<file path="config.mk">
export PLATFORM = sky130hd
export DESIGN_NAME = color_nearest_match_sorter
export DESIGN_NICKNAME = d
export VERILOG_FILES = /design/src/rtl/cnms_pkg.sv /design/src/rtl/cnms_ram.sv /design/src/rtl/cnms_lane.sv /design/src/rtl/cnms_merge.sv /design/src/rtl/color_nearest_match_sorter.sv
export SDC_FILE = /design/constraint.sdc
export NUM_CORES = 2
export LEC_CHECK = 0
export ABC_CLOCK_PERIOD_IN_PS = 20100
export BUFFER_PORTS_ARGS = -buffer_cell sky130_fd_sc_hd__buf_2
export CORE_MARGIN = 2
export CORE_UTILIZATION = 45
export CTS_BUF_LIST = sky130_fd_sc_hd__clkbuf_4 sky130_fd_sc_hd__clkbuf_8
export DETAILED_ROUTE_END_ITERATION = 7
export HOLD_SLACK_MARGIN = 0.12
export PLACE_DENSITY_LB_ADDON = 0.1
export SLEW_MARGIN = 0
export SYNTH_ARGS = -nofsm -noshare
export SYNTH_HDL_FRONTEND = slang
export SYNTH_HIERARCHICAL = 1
export SYNTH_SLANG_ARGS = --single-unit
</file>
<file path="constraint.sdc">
create_clock -name clk -period 20.1 [get_ports clk]
set_clock_uncertainty 0.2 [all_clocks]
set_input_delay 0 -clock clk [delete_from_list [all_inputs] [get_ports clk]]
set_output_delay 0 -clock clk [all_outputs]
set_load 0.02 [all_outputs]
</file>
<file path="src/rtl/cnms_pkg.sv">
// Shared types and constants for the color nearest-match sorter.
// No dependencies; every other file in rtl/ but cnms_ram imports this package.
package cnms_pkg;

  // Defaults for the top-level parameters
  localparam int DEF_MAX_SLOTS    = 16;
  localparam int DEF_CHANNEL_BITS = 16;

  // Lane arrangement: slot k lives in lane k mod NUM_LANES, row k / NUM_LANES
  localparam int LANE_BITS    = 2;
  localparam int NUM_LANES    = 1 << LANE_BITS;
  localparam int NUM_CHANNELS = 4;

  // Fixed widths of the ports and of the lane result record
  localparam int LEVEL_W    = 16;
  localparam int PORT_SLOT_W = 4;
  localparam int COUNT_W    = 16;
  localparam int CFG_W      = 5;
  localparam int SLOT_MAX_W = 8;   // enough for the largest slot table
  localparam int DIST_MAX_W = 16;  // enough for the widest channel

  // Configuration register indexes
  localparam logic REG_OBJECTS_IN_USE = 1'b0;
  localparam logic REG_TARGET_CLASS   = 1'b1;

  // Request op codes
  localparam logic OP_STORE    = 1'b0;
  localparam logic OP_CLASSIFY = 1'b1;

  typedef struct packed {
    logic                   op;
    logic [PORT_SLOT_W-1:0] slot;
    logic [LEVEL_W-1:0]     red_level;
    logic [LEVEL_W-1:0]     green_level;
    logic [LEVEL_W-1:0]     blue_level;
    logic [LEVEL_W-1:0]     clear_level;
  } cnms_req_t;

  typedef struct packed {
    logic [PORT_SLOT_W-1:0] best_slot;
    logic [LEVEL_W-1:0]     best_distance;
    logic                   is_target;
    logic [COUNT_W-1:0]     match_total;
    logic [COUNT_W-1:0]     reading_total;
  } cnms_rsp_t;

  // Best candidate found by one lane, or by the merge
  typedef struct packed {
    logic                  found;
    logic [SLOT_MAX_W-1:0] slot;
    logic [DIST_MAX_W-1:0] distance;
  } cnms_best_t;

  // Scan control from the sequencer to every lane
  typedef struct packed {
    logic clear;  // drop the lane's best before a new reading
    logic rd_en;  // read one row of the lane's table
  } cnms_lane_ctl_t;

endpackage

</file>
<file path="src/rtl/cnms_ram.sv">
// Generic single-write, single-read RAM with a registered read port.
// Standalone; used by each lane for its share of the reference table.
module cnms_ram #(
  parameter int WIDTH = 64,
  parameter int DEPTH = 4,
  parameter int ADDR_W = (DEPTH > 1) ? $clog2(DEPTH) : 1
) (
  input  logic              clk,
  input  logic              we,
  input  logic [ADDR_W-1:0] waddr,
  input  logic [WIDTH-1:0]  wdata,
  input  logic              re,
  input  logic [ADDR_W-1:0] raddr,
  output logic [WIDTH-1:0]  rdata
);

  logic [WIDTH-1:0] mem [DEPTH];

  always_ff @(posedge clk) begin
    if (we) begin
      mem[waddr] <= wdata;
    end
    if (re) begin
      rdata <= mem[raddr];
    end
  end

endmodule

</file>
<file path="src/rtl/cnms_lane.sv">
// One scan lane: its part of the reference table, the L1 distance pipe
// and the running best of its slots. Depends on cnms_pkg and cnms_ram.
module cnms_lane
  import cnms_pkg::*;
#(
  parameter int MAX_SLOTS    = DEF_MAX_SLOTS,
  parameter int CHANNEL_BITS = DEF_CHANNEL_BITS,
  parameter int LANE_ID      = 0,
  parameter int ROWS         = (MAX_SLOTS + NUM_LANES - 1) / NUM_LANES,
  parameter int ROW_W        = (ROWS > 1) ? $clog2(ROWS) : 1,
  parameter int SLOT_W       = ROW_W + LANE_BITS
) (
  input  logic                             clk,
  input  logic                             rst,
  input  logic                             wr_en,
  input  logic [ROW_W-1:0]                 wr_row,
  input  logic [NUM_CHANNELS*CHANNEL_BITS-1:0] wr_data,
  input  cnms_lane_ctl_t                   ctl,
  input  logic [ROW_W-1:0]                 rd_row,
  input  logic [NUM_CHANNELS*CHANNEL_BITS-1:0] reading,
  input  logic [SLOT_W:0]                  count,
  output cnms_best_t                       best
);

  localparam int SUM_W = CHANNEL_BITS + 2;
  localparam logic [LANE_BITS-1:0] LANE_IDX = LANE_BITS'(LANE_ID);

  logic [NUM_CHANNELS*CHANNEL_BITS-1:0] rd_data;
  logic                    s1_valid;
  logic [ROW_W-1:0]        s1_row;
  logic                    s2_valid;
  logic                    s2_ok;
  logic [SLOT_W-1:0]       s2_slot;
  logic [CHANNEL_BITS-1:0] s2_diff [NUM_CHANNELS];
  logic [CHANNEL_BITS-1:0] diff_next [NUM_CHANNELS];
  logic [SUM_W-1:0]        sum;
  logic [DIST_MAX_W-1:0]   slot_dist;

  cnms_ram #(
    .WIDTH (NUM_CHANNELS * CHANNEL_BITS),
    .DEPTH (ROWS),
    .ADDR_W(ROW_W)
  ) u_ram (
    .clk  (clk),
    .we   (wr_en),
    .waddr(wr_row),
    .wdata(wr_data),
    .re   (ctl.rd_en),
    .raddr(rd_row),
    .rdata(rd_data)
  );

  // Absolute channel differences against the row just read
  always_comb begin
    for (int c = 0; c < NUM_CHANNELS; c++) begin
      if (reading[c*CHANNEL_BITS +: CHANNEL_BITS] >= rd_data[c*CHANNEL_BITS +: CHANNEL_BITS])
        diff_next[c] = reading[c*CHANNEL_BITS +: CHANNEL_BITS]
                     - rd_data[c*CHANNEL_BITS +: CHANNEL_BITS];
      else
        diff_next[c] = rd_data[c*CHANNEL_BITS +: CHANNEL_BITS]
                     - reading[c*CHANNEL_BITS +: CHANNEL_BITS];
    end
  end

  // Sum of differences, divided by four
  always_comb begin
    sum = '0;
    for (int c = 0; c < NUM_CHANNELS; c++) begin
      sum = sum + SUM_W'(s2_diff[c]);
    end
    slot_dist = DIST_MAX_W'(sum[SUM_W-1:2]);
  end

  // Pipe: read -> differences -> compare
  always_ff @(posedge clk) begin
    if (rst) begin
      s1_valid   <= 1'b0;
      s2_valid   <= 1'b0;
      best.found <= 1'b0;
    end else begin
      s1_valid <= ctl.rd_en;
      s1_row   <= rd_row;
      s2_valid <= s1_valid;
      s2_slot  <= {s1_row, LANE_IDX};
      s2_ok    <= {1'b0, s1_row, LANE_IDX} < count;
      for (int c = 0; c < NUM_CHANNELS; c++) begin
        s2_diff[c] <= diff_next[c];
      end
      // Rows come in ascending order, so a tie keeps the earlier slot
      if (ctl.clear) begin
        best.found <= 1'b0;
      end else if (s2_valid && s2_ok && (!best.found || slot_dist < best.distance)) begin
        best.found    <= 1'b1;
        best.slot     <= SLOT_MAX_W'(s2_slot);
        best.distance <= slot_dist;
      end
    end
  end

endmodule

</file>
<file path="src/rtl/cnms_merge.sv">
// Merge stage: picks the nearest of the lane winners, lower slot on a tie.
// Depends on cnms_pkg.
module cnms_merge
  import cnms_pkg::*;
(
  input  logic       clk,
  input  cnms_best_t lane_best [NUM_LANES],
  output cnms_best_t merged
);

  cnms_best_t pick;

  always_comb begin
    pick = '0;
    for (int i = 0; i < NUM_LANES; i++) begin
      if (lane_best[i].found &&
          (!pick.found || lane_best[i].distance < pick.distance ||
           (lane_best[i].distance == pick.distance && lane_best[i].slot < pick.slot))) begin
        pick = lane_best[i];
      end
    end
  end

  always_ff @(posedge clk) begin
    merged <= pick;
  end

endmodule

</file>
<file path="src/rtl/color_nearest_match_sorter.sv">
// Color nearest-match sorter: top level with sequencer, counters and output register.
// Depends on cnms_pkg, cnms_lane, cnms_merge (and cnms_ram through the lanes).
//
// A store request writes one reference slot. A classify request scans the
// slots in use in four lanes, one row of four slots per cycle, so it holds the
// block from acceptance to the next request accepted through the row scan,
// the lane pipe (table read, channel differences, sum and compare), the merge
// register and the load of the response register. A finished response
// waits in its own register, so new requests are taken while it is unclaimed;
// a second classify waits at its end only if the first response is still held.
module color_nearest_match_sorter
  import cnms_pkg::*;
#(
  parameter int MAX_SLOTS    = DEF_MAX_SLOTS,
  parameter int CHANNEL_BITS = DEF_CHANNEL_BITS
) (
  input  logic             clk,
  input  logic             rst,
  input  logic             cfg_we,
  input  logic             cfg_index,
  input  logic [CFG_W-1:0] cfg_data,
  input  logic             req_valid,
  output logic             req_ready,
  input  cnms_req_t        req,
  output logic             rsp_valid,
  input  logic             rsp_ready,
  output cnms_rsp_t        rsp
);

  localparam int ROWS   = (MAX_SLOTS + NUM_LANES - 1) / NUM_LANES;
  localparam int ROW_W  = (ROWS > 1) ? $clog2(ROWS) : 1;
  localparam int SLOT_W = ROW_W + LANE_BITS;
  localparam int DATA_W = NUM_CHANNELS * CHANNEL_BITS;
  localparam int DRAIN_CYCLES = 3;
  localparam int HIT_W  = SLOT_MAX_W + 1;

  typedef enum logic [1:0] {IDLE, SCAN, DRAIN, DONE} state_t;

  state_t               state;
  logic [CFG_W-1:0]     objects_in_use;
  logic [CFG_W-1:0]     target_class;
  logic [SLOT_W:0]      count;
  logic [SLOT_W:0]      count_next;
  logic [ROW_W-1:0]     last_row;
  logic [ROW_W-1:0]     last_row_next;
  logic [ROW_W-1:0]     row;
  logic [1:0]           drain;
  logic [DATA_W-1:0]    reading;
  logic [DATA_W-1:0]    req_levels;
  logic [ROW_W-1:0]     wr_row;
  logic [LANE_BITS-1:0] wr_lane;
  logic                 store_fire;
  logic                 classify_fire;
  logic                 rsp_load;
  logic                 hit;
  logic [COUNT_W-1:0]   match_count;
  logic [COUNT_W-1:0]   reading_count;
  cnms_lane_ctl_t       lane_ctl;
  cnms_best_t           lane_best [NUM_LANES];
  cnms_best_t           merged;

  // Handshake decode
  assign req_ready     = (state == IDLE);
  assign store_fire    = req_valid && req_ready && (req.op == OP_STORE)
                         && (int'(req.slot) < MAX_SLOTS);
  assign classify_fire = req_valid && req_ready && (req.op == OP_CLASSIFY);

  // Response register loads when the scan is done and the slot is free
  assign rsp_load = (state == DONE) && (!rsp_valid || rsp_ready);

  // Channel levels, trimmed to the channel width
  assign req_levels = {req.red_level[CHANNEL_BITS-1:0], req.green_level[CHANNEL_BITS-1:0],
                       req.blue_level[CHANNEL_BITS-1:0], req.clear_level[CHANNEL_BITS-1:0]};
  assign wr_lane = req.slot[LANE_BITS-1:0];
  assign wr_row  = ROW_W'(int'(req.slot) >> LANE_BITS);

  // Slots compared: clamp the register to 1..MAX_SLOTS
  always_comb begin
    int cnt;
    cnt = int'(objects_in_use);
    if (cnt < 1) cnt = 1;
    if (cnt > MAX_SLOTS) cnt = MAX_SLOTS;
    count_next    = (SLOT_W + 1)'(cnt);
    last_row_next = ROW_W'((cnt - 1) >> LANE_BITS);
  end

  assign lane_ctl.clear = classify_fire;
  assign lane_ctl.rd_en = (state == SCAN);

  // Scan lanes
  for (genvar i = 0; i < NUM_LANES; i++) begin : g_lane
    cnms_lane #(
      .MAX_SLOTS   (MAX_SLOTS),
      .CHANNEL_BITS(CHANNEL_BITS),
      .LANE_ID     (i)
    ) u_lane (
      .clk    (clk),
      .rst    (rst),
      .wr_en  (store_fire && (wr_lane == LANE_BITS'(i))),
      .wr_row (wr_row),
      .wr_data(req_levels),
      .ctl    (lane_ctl),
      .rd_row (row),
      .reading(reading),
      .count  (count),
      .best   (lane_best[i])
    );
  end

  cnms_merge u_merge (
    .clk      (clk),
    .lane_best(lane_best),
    .merged   (merged)
  );

  assign hit = (HIT_W'(merged.slot) + HIT_W'(1)) == HIT_W'(target_class);

  // Configuration registers
  always_ff @(posedge clk) begin
    if (rst) begin
      objects_in_use <= CFG_W'(1);
      target_class   <= CFG_W'(1);
    end else if (cfg_we) begin
      unique case (cfg_index)
        REG_OBJECTS_IN_USE: objects_in_use <= cfg_data;
        REG_TARGET_CLASS:   target_class   <= cfg_data;
        default: ;
      endcase
    end
  end

  // Sequencer, counters and response register
  always_ff @(posedge clk) begin
    if (rst) begin
      state         <= IDLE;
      rsp_valid     <= 1'b0;
      match_count   <= '0;
      reading_count <= '0;
    end else begin
      if (rsp_load) begin
        rsp_valid <= 1'b1;
      end else if (rsp_valid && rsp_ready) begin
        rsp_valid <= 1'b0;
      end
      unique case (state)
        IDLE: begin
          if (classify_fire) begin
            reading  <= req_levels;
            count    <= count_next;
            last_row <= last_row_next;
            row      <= '0;
            state    <= SCAN;
          end
        end
        SCAN: begin
          if (row == last_row) begin
            drain <= '0;
            state <= DRAIN;
          end else begin
            row <= row + ROW_W'(1);
          end
        end
        DRAIN: begin
          if (drain == 2'(DRAIN_CYCLES - 1)) begin
            state <= DONE;
          end else begin
            drain <= drain + 2'd1;
          end
        end
        DONE: begin
          if (rsp_load) begin
            rsp.best_slot     <= merged.slot[PORT_SLOT_W-1:0];
            rsp.best_distance <= LEVEL_W'(merged.distance);
            rsp.is_target     <= hit;
            rsp.reading_total <= reading_count + COUNT_W'(1);
            rsp.match_total   <= hit ? match_count + COUNT_W'(1) : match_count;
            reading_count     <= reading_count + COUNT_W'(1);
            if (hit) begin
              match_count <= match_count + COUNT_W'(1);
            end
            state <= IDLE;
          end
        end
        default: state <= IDLE;
      endcase
    end
  end

endmodule
</file>
==> results.tsv <==
stage	metric	value	unit
status	status	completed	
sta	worst rel slew slack	18.7	%
global_route	Overflow after GRT	0	
floorplanning	Die ar.	222000	um^2
floorplanning	die height	471	um
route	drt wl/cell	25.2	um
worst_setup_path	Worst path max stage delay	740	ps
global_route	initial antenna violation count	15	
floorplanning	Core Rows	171	
worst_setup_path	startpoint types	register	
clock_tree	clock sink count	1837	
sta	Tmin final	8530	ps
synthesis	Netlist Area Pre-Place	98200	um^2
sta	Final Setup Violations	0	
sta	final hold violation count	0	
global_route	vias in the first global route	60300	
global_route	first-pass GRT wire length	405000	um
layout	Filler Cell Count	19000	
layout	P&R area growth vs syn	11.5	%
worst_setup_path	Crit. End Element	register	
worst_setup_path	Setup CP Type	register to register	
synthesis	Synth Instances	7399	
layout	layout cells sized above 1	13.4	%
worst_setup_path	Worst path most repeated cell	ha_1	
layout	final instance area	109000	um^2
synthesis	Mean Syn Cell Area	13.3	um^2
route	vias per cell	5.53	
worst_setup_path	critical-path maximum fanout	53	
clock_tree	TritonCTS buffer count	325	
floorplanning	Die W	471	um
floorplanning	IO Count	135	
worst_setup_path	Worst EP required	20790	ps
clock_tree	deepest clock path buffer count	4	
floorplanning	core box area	217000	um^2
route	drt drc	0	
clock_tree	Reg clk slew, reported paths	70	ps
run	Max Cap Violations	0	
route	DR vias	60500	
placed_design	DP Wirelength	198000	um
sta	worst-margin pin slew	1220	ps
route	Total Wirelength	275000	um
route	Detail Route Antenna Nets	0	
sta	Pins Over Slew Limit	0	
global_route	largest net degree at the start of global routing	111	
sta	Sum Neg Setup Slack	0	ps
placed_design	gpl congestion	0.932	
floorplanning	Initial Utilization	45.3	%
global_route	gr usage total	24.7	%
layout	nets	8796	
clock_tree	H-tree levels	5	
sta	Fmax	117	MHz
clock_tree	CTS tree	built	
route	drt pass-1 iters	6	
min_path	type of the tightest min-delay check	register to register	
placed_design	IO Port Bufs	134	
sta	RSZ-0062 raised after global routing	no	
clock_tree	Post-CTS Resized	0	
worst_setup_path	slowest CP cell	a31o_2	
route	DR iter-0 viols	5292	
clock_tree	Clock Tree Root	clkbuf_8	
synthesis	synth warn	6	
clock_tree	Clk Latency, worst-skew pair	1050	ps
worst_setup_path	data arrival time of the critical path	9220	ps
placed_design	Area after DPL	101000	um^2
sta	final period utilization	42.4	%
## flip-flops by register name, indices dropped and copies added, names as in the netlist, 8 cells and up
register / count
g_lane.u_lane/best: 76
g_lane.u_lane/s1_row: 8
g_lane.u_lane/s2_diff: 256
g_lane.u_lane/s2_slot: 8
g_lane.u_lane/u_ram/mem: 1024
g_lane.u_lane/u_ram/rdata: 256
match_count: 16
reading: 64
reading_count: 16
rsp: 53
u_merge/merged: 24
## routing by layer
metal / routed length, um / share of wire, % / GRT usage (%) / up-vias
li1: - / - / - / 27900
met1: 129000 / 47 / 36.3 / 30700
met4: 6050 / 2.2 / 5.96 / 0
met5: 0 / 0 / 0 / -
met2: 128000 / 46 / 39.2 / 1639
met3: 12400 / 4.5 / 2.86 / 320
## worst max-delay path, delay by kind of cell (launching register included)
family | cells | cell delay (ps)
compound gates | 12 | 3160
simple gates | 9 | 2260
fa+ha+maj | 3 | 1010
mux | 2 | 760
buf+inv | 2 | 680
flops | 1 | 310
## repair_timing
item | 4_1_cts | 5_1_grt
setup buffers | 0 | 0
endpoints found under the hold margin | 2070 | 0
hold buffers | 183 | 0
## path summary, 6_finish.rpt
path / endpoint / slack (ps) / cells past startpoint / startpoint
max: u_merge/merged[0] / 11570 / 28 / g_lane[0].u_lane/best[24]
min: rsp[44] / 200 / 0 / u_merge/merged[11]
max reg2reg: u_merge/merged[0] / 11570 / 28 / g_lane[0].u_lane/best[24]
min reg2reg: rsp[44] / 200 / 0 / u_merge/merged[11]
## placed cells by master, fill, tap and decap left out, types with 30 or more instances in the layout
cell type and instances:
o21ai_0 211, clkinv_1 56, dfxtp_1 80, inv_1 1077
clkbuf_4 94, ha_1 699, nand3_1 100, dlygate4sd3_1 182
edfxtp_1 1756, buf_4 64, o21a_1 55, clkinv_2 42
xnor2_1 148, buf_2 134, nand4_1 57, nor2b_1 95
nand2_1 240, a21oi_1 419, and3_1 34, nor2_1 248
clkbuf_8 333, o21ai_1 41, xor2_1 184, o31ai_1 38
a211oi_1 52, mux2i_1 168, nand2b_1 61, a31oi_1 87
mux4_2 240, o21bai_1 30, fa_1 160, nor3_1 83
a21o_1 244, o211ai_1 34, mux2_2 36
## final cells by class
type	instances	area, um^2	share of cell area [%]
Sequential cell	1837	54400	49.6
Tap cell	2854	3570	3.26
Antenna cell	5	12.5	0.0114
Multi-Input combinational cell	4227	38200	34.9
Timing Repair Buffer	382	3010	2.75
Clock inverter	124	962	0.879
Inverter	1083	4070	3.71
Clock buffer	427	5290	4.83
## through the flow
step	hold WS, ps	utilization (%)	worst slack, ps	std cells
2_1_floorplan	-128	-	11400	7416
3_3_place_gp	81.0	46.7	11690	10200
3_5_place_dp	90.6	46.7	11730	10200
4_1_cts	130	50.5	11750	10900
5_1_grt	201	50.5	11130	10900
6_report	202	50.5	11570	10900
Power is not shown: default switching activity piles up to over one toggle a cycle in this logic, so the estimate is an artifact.
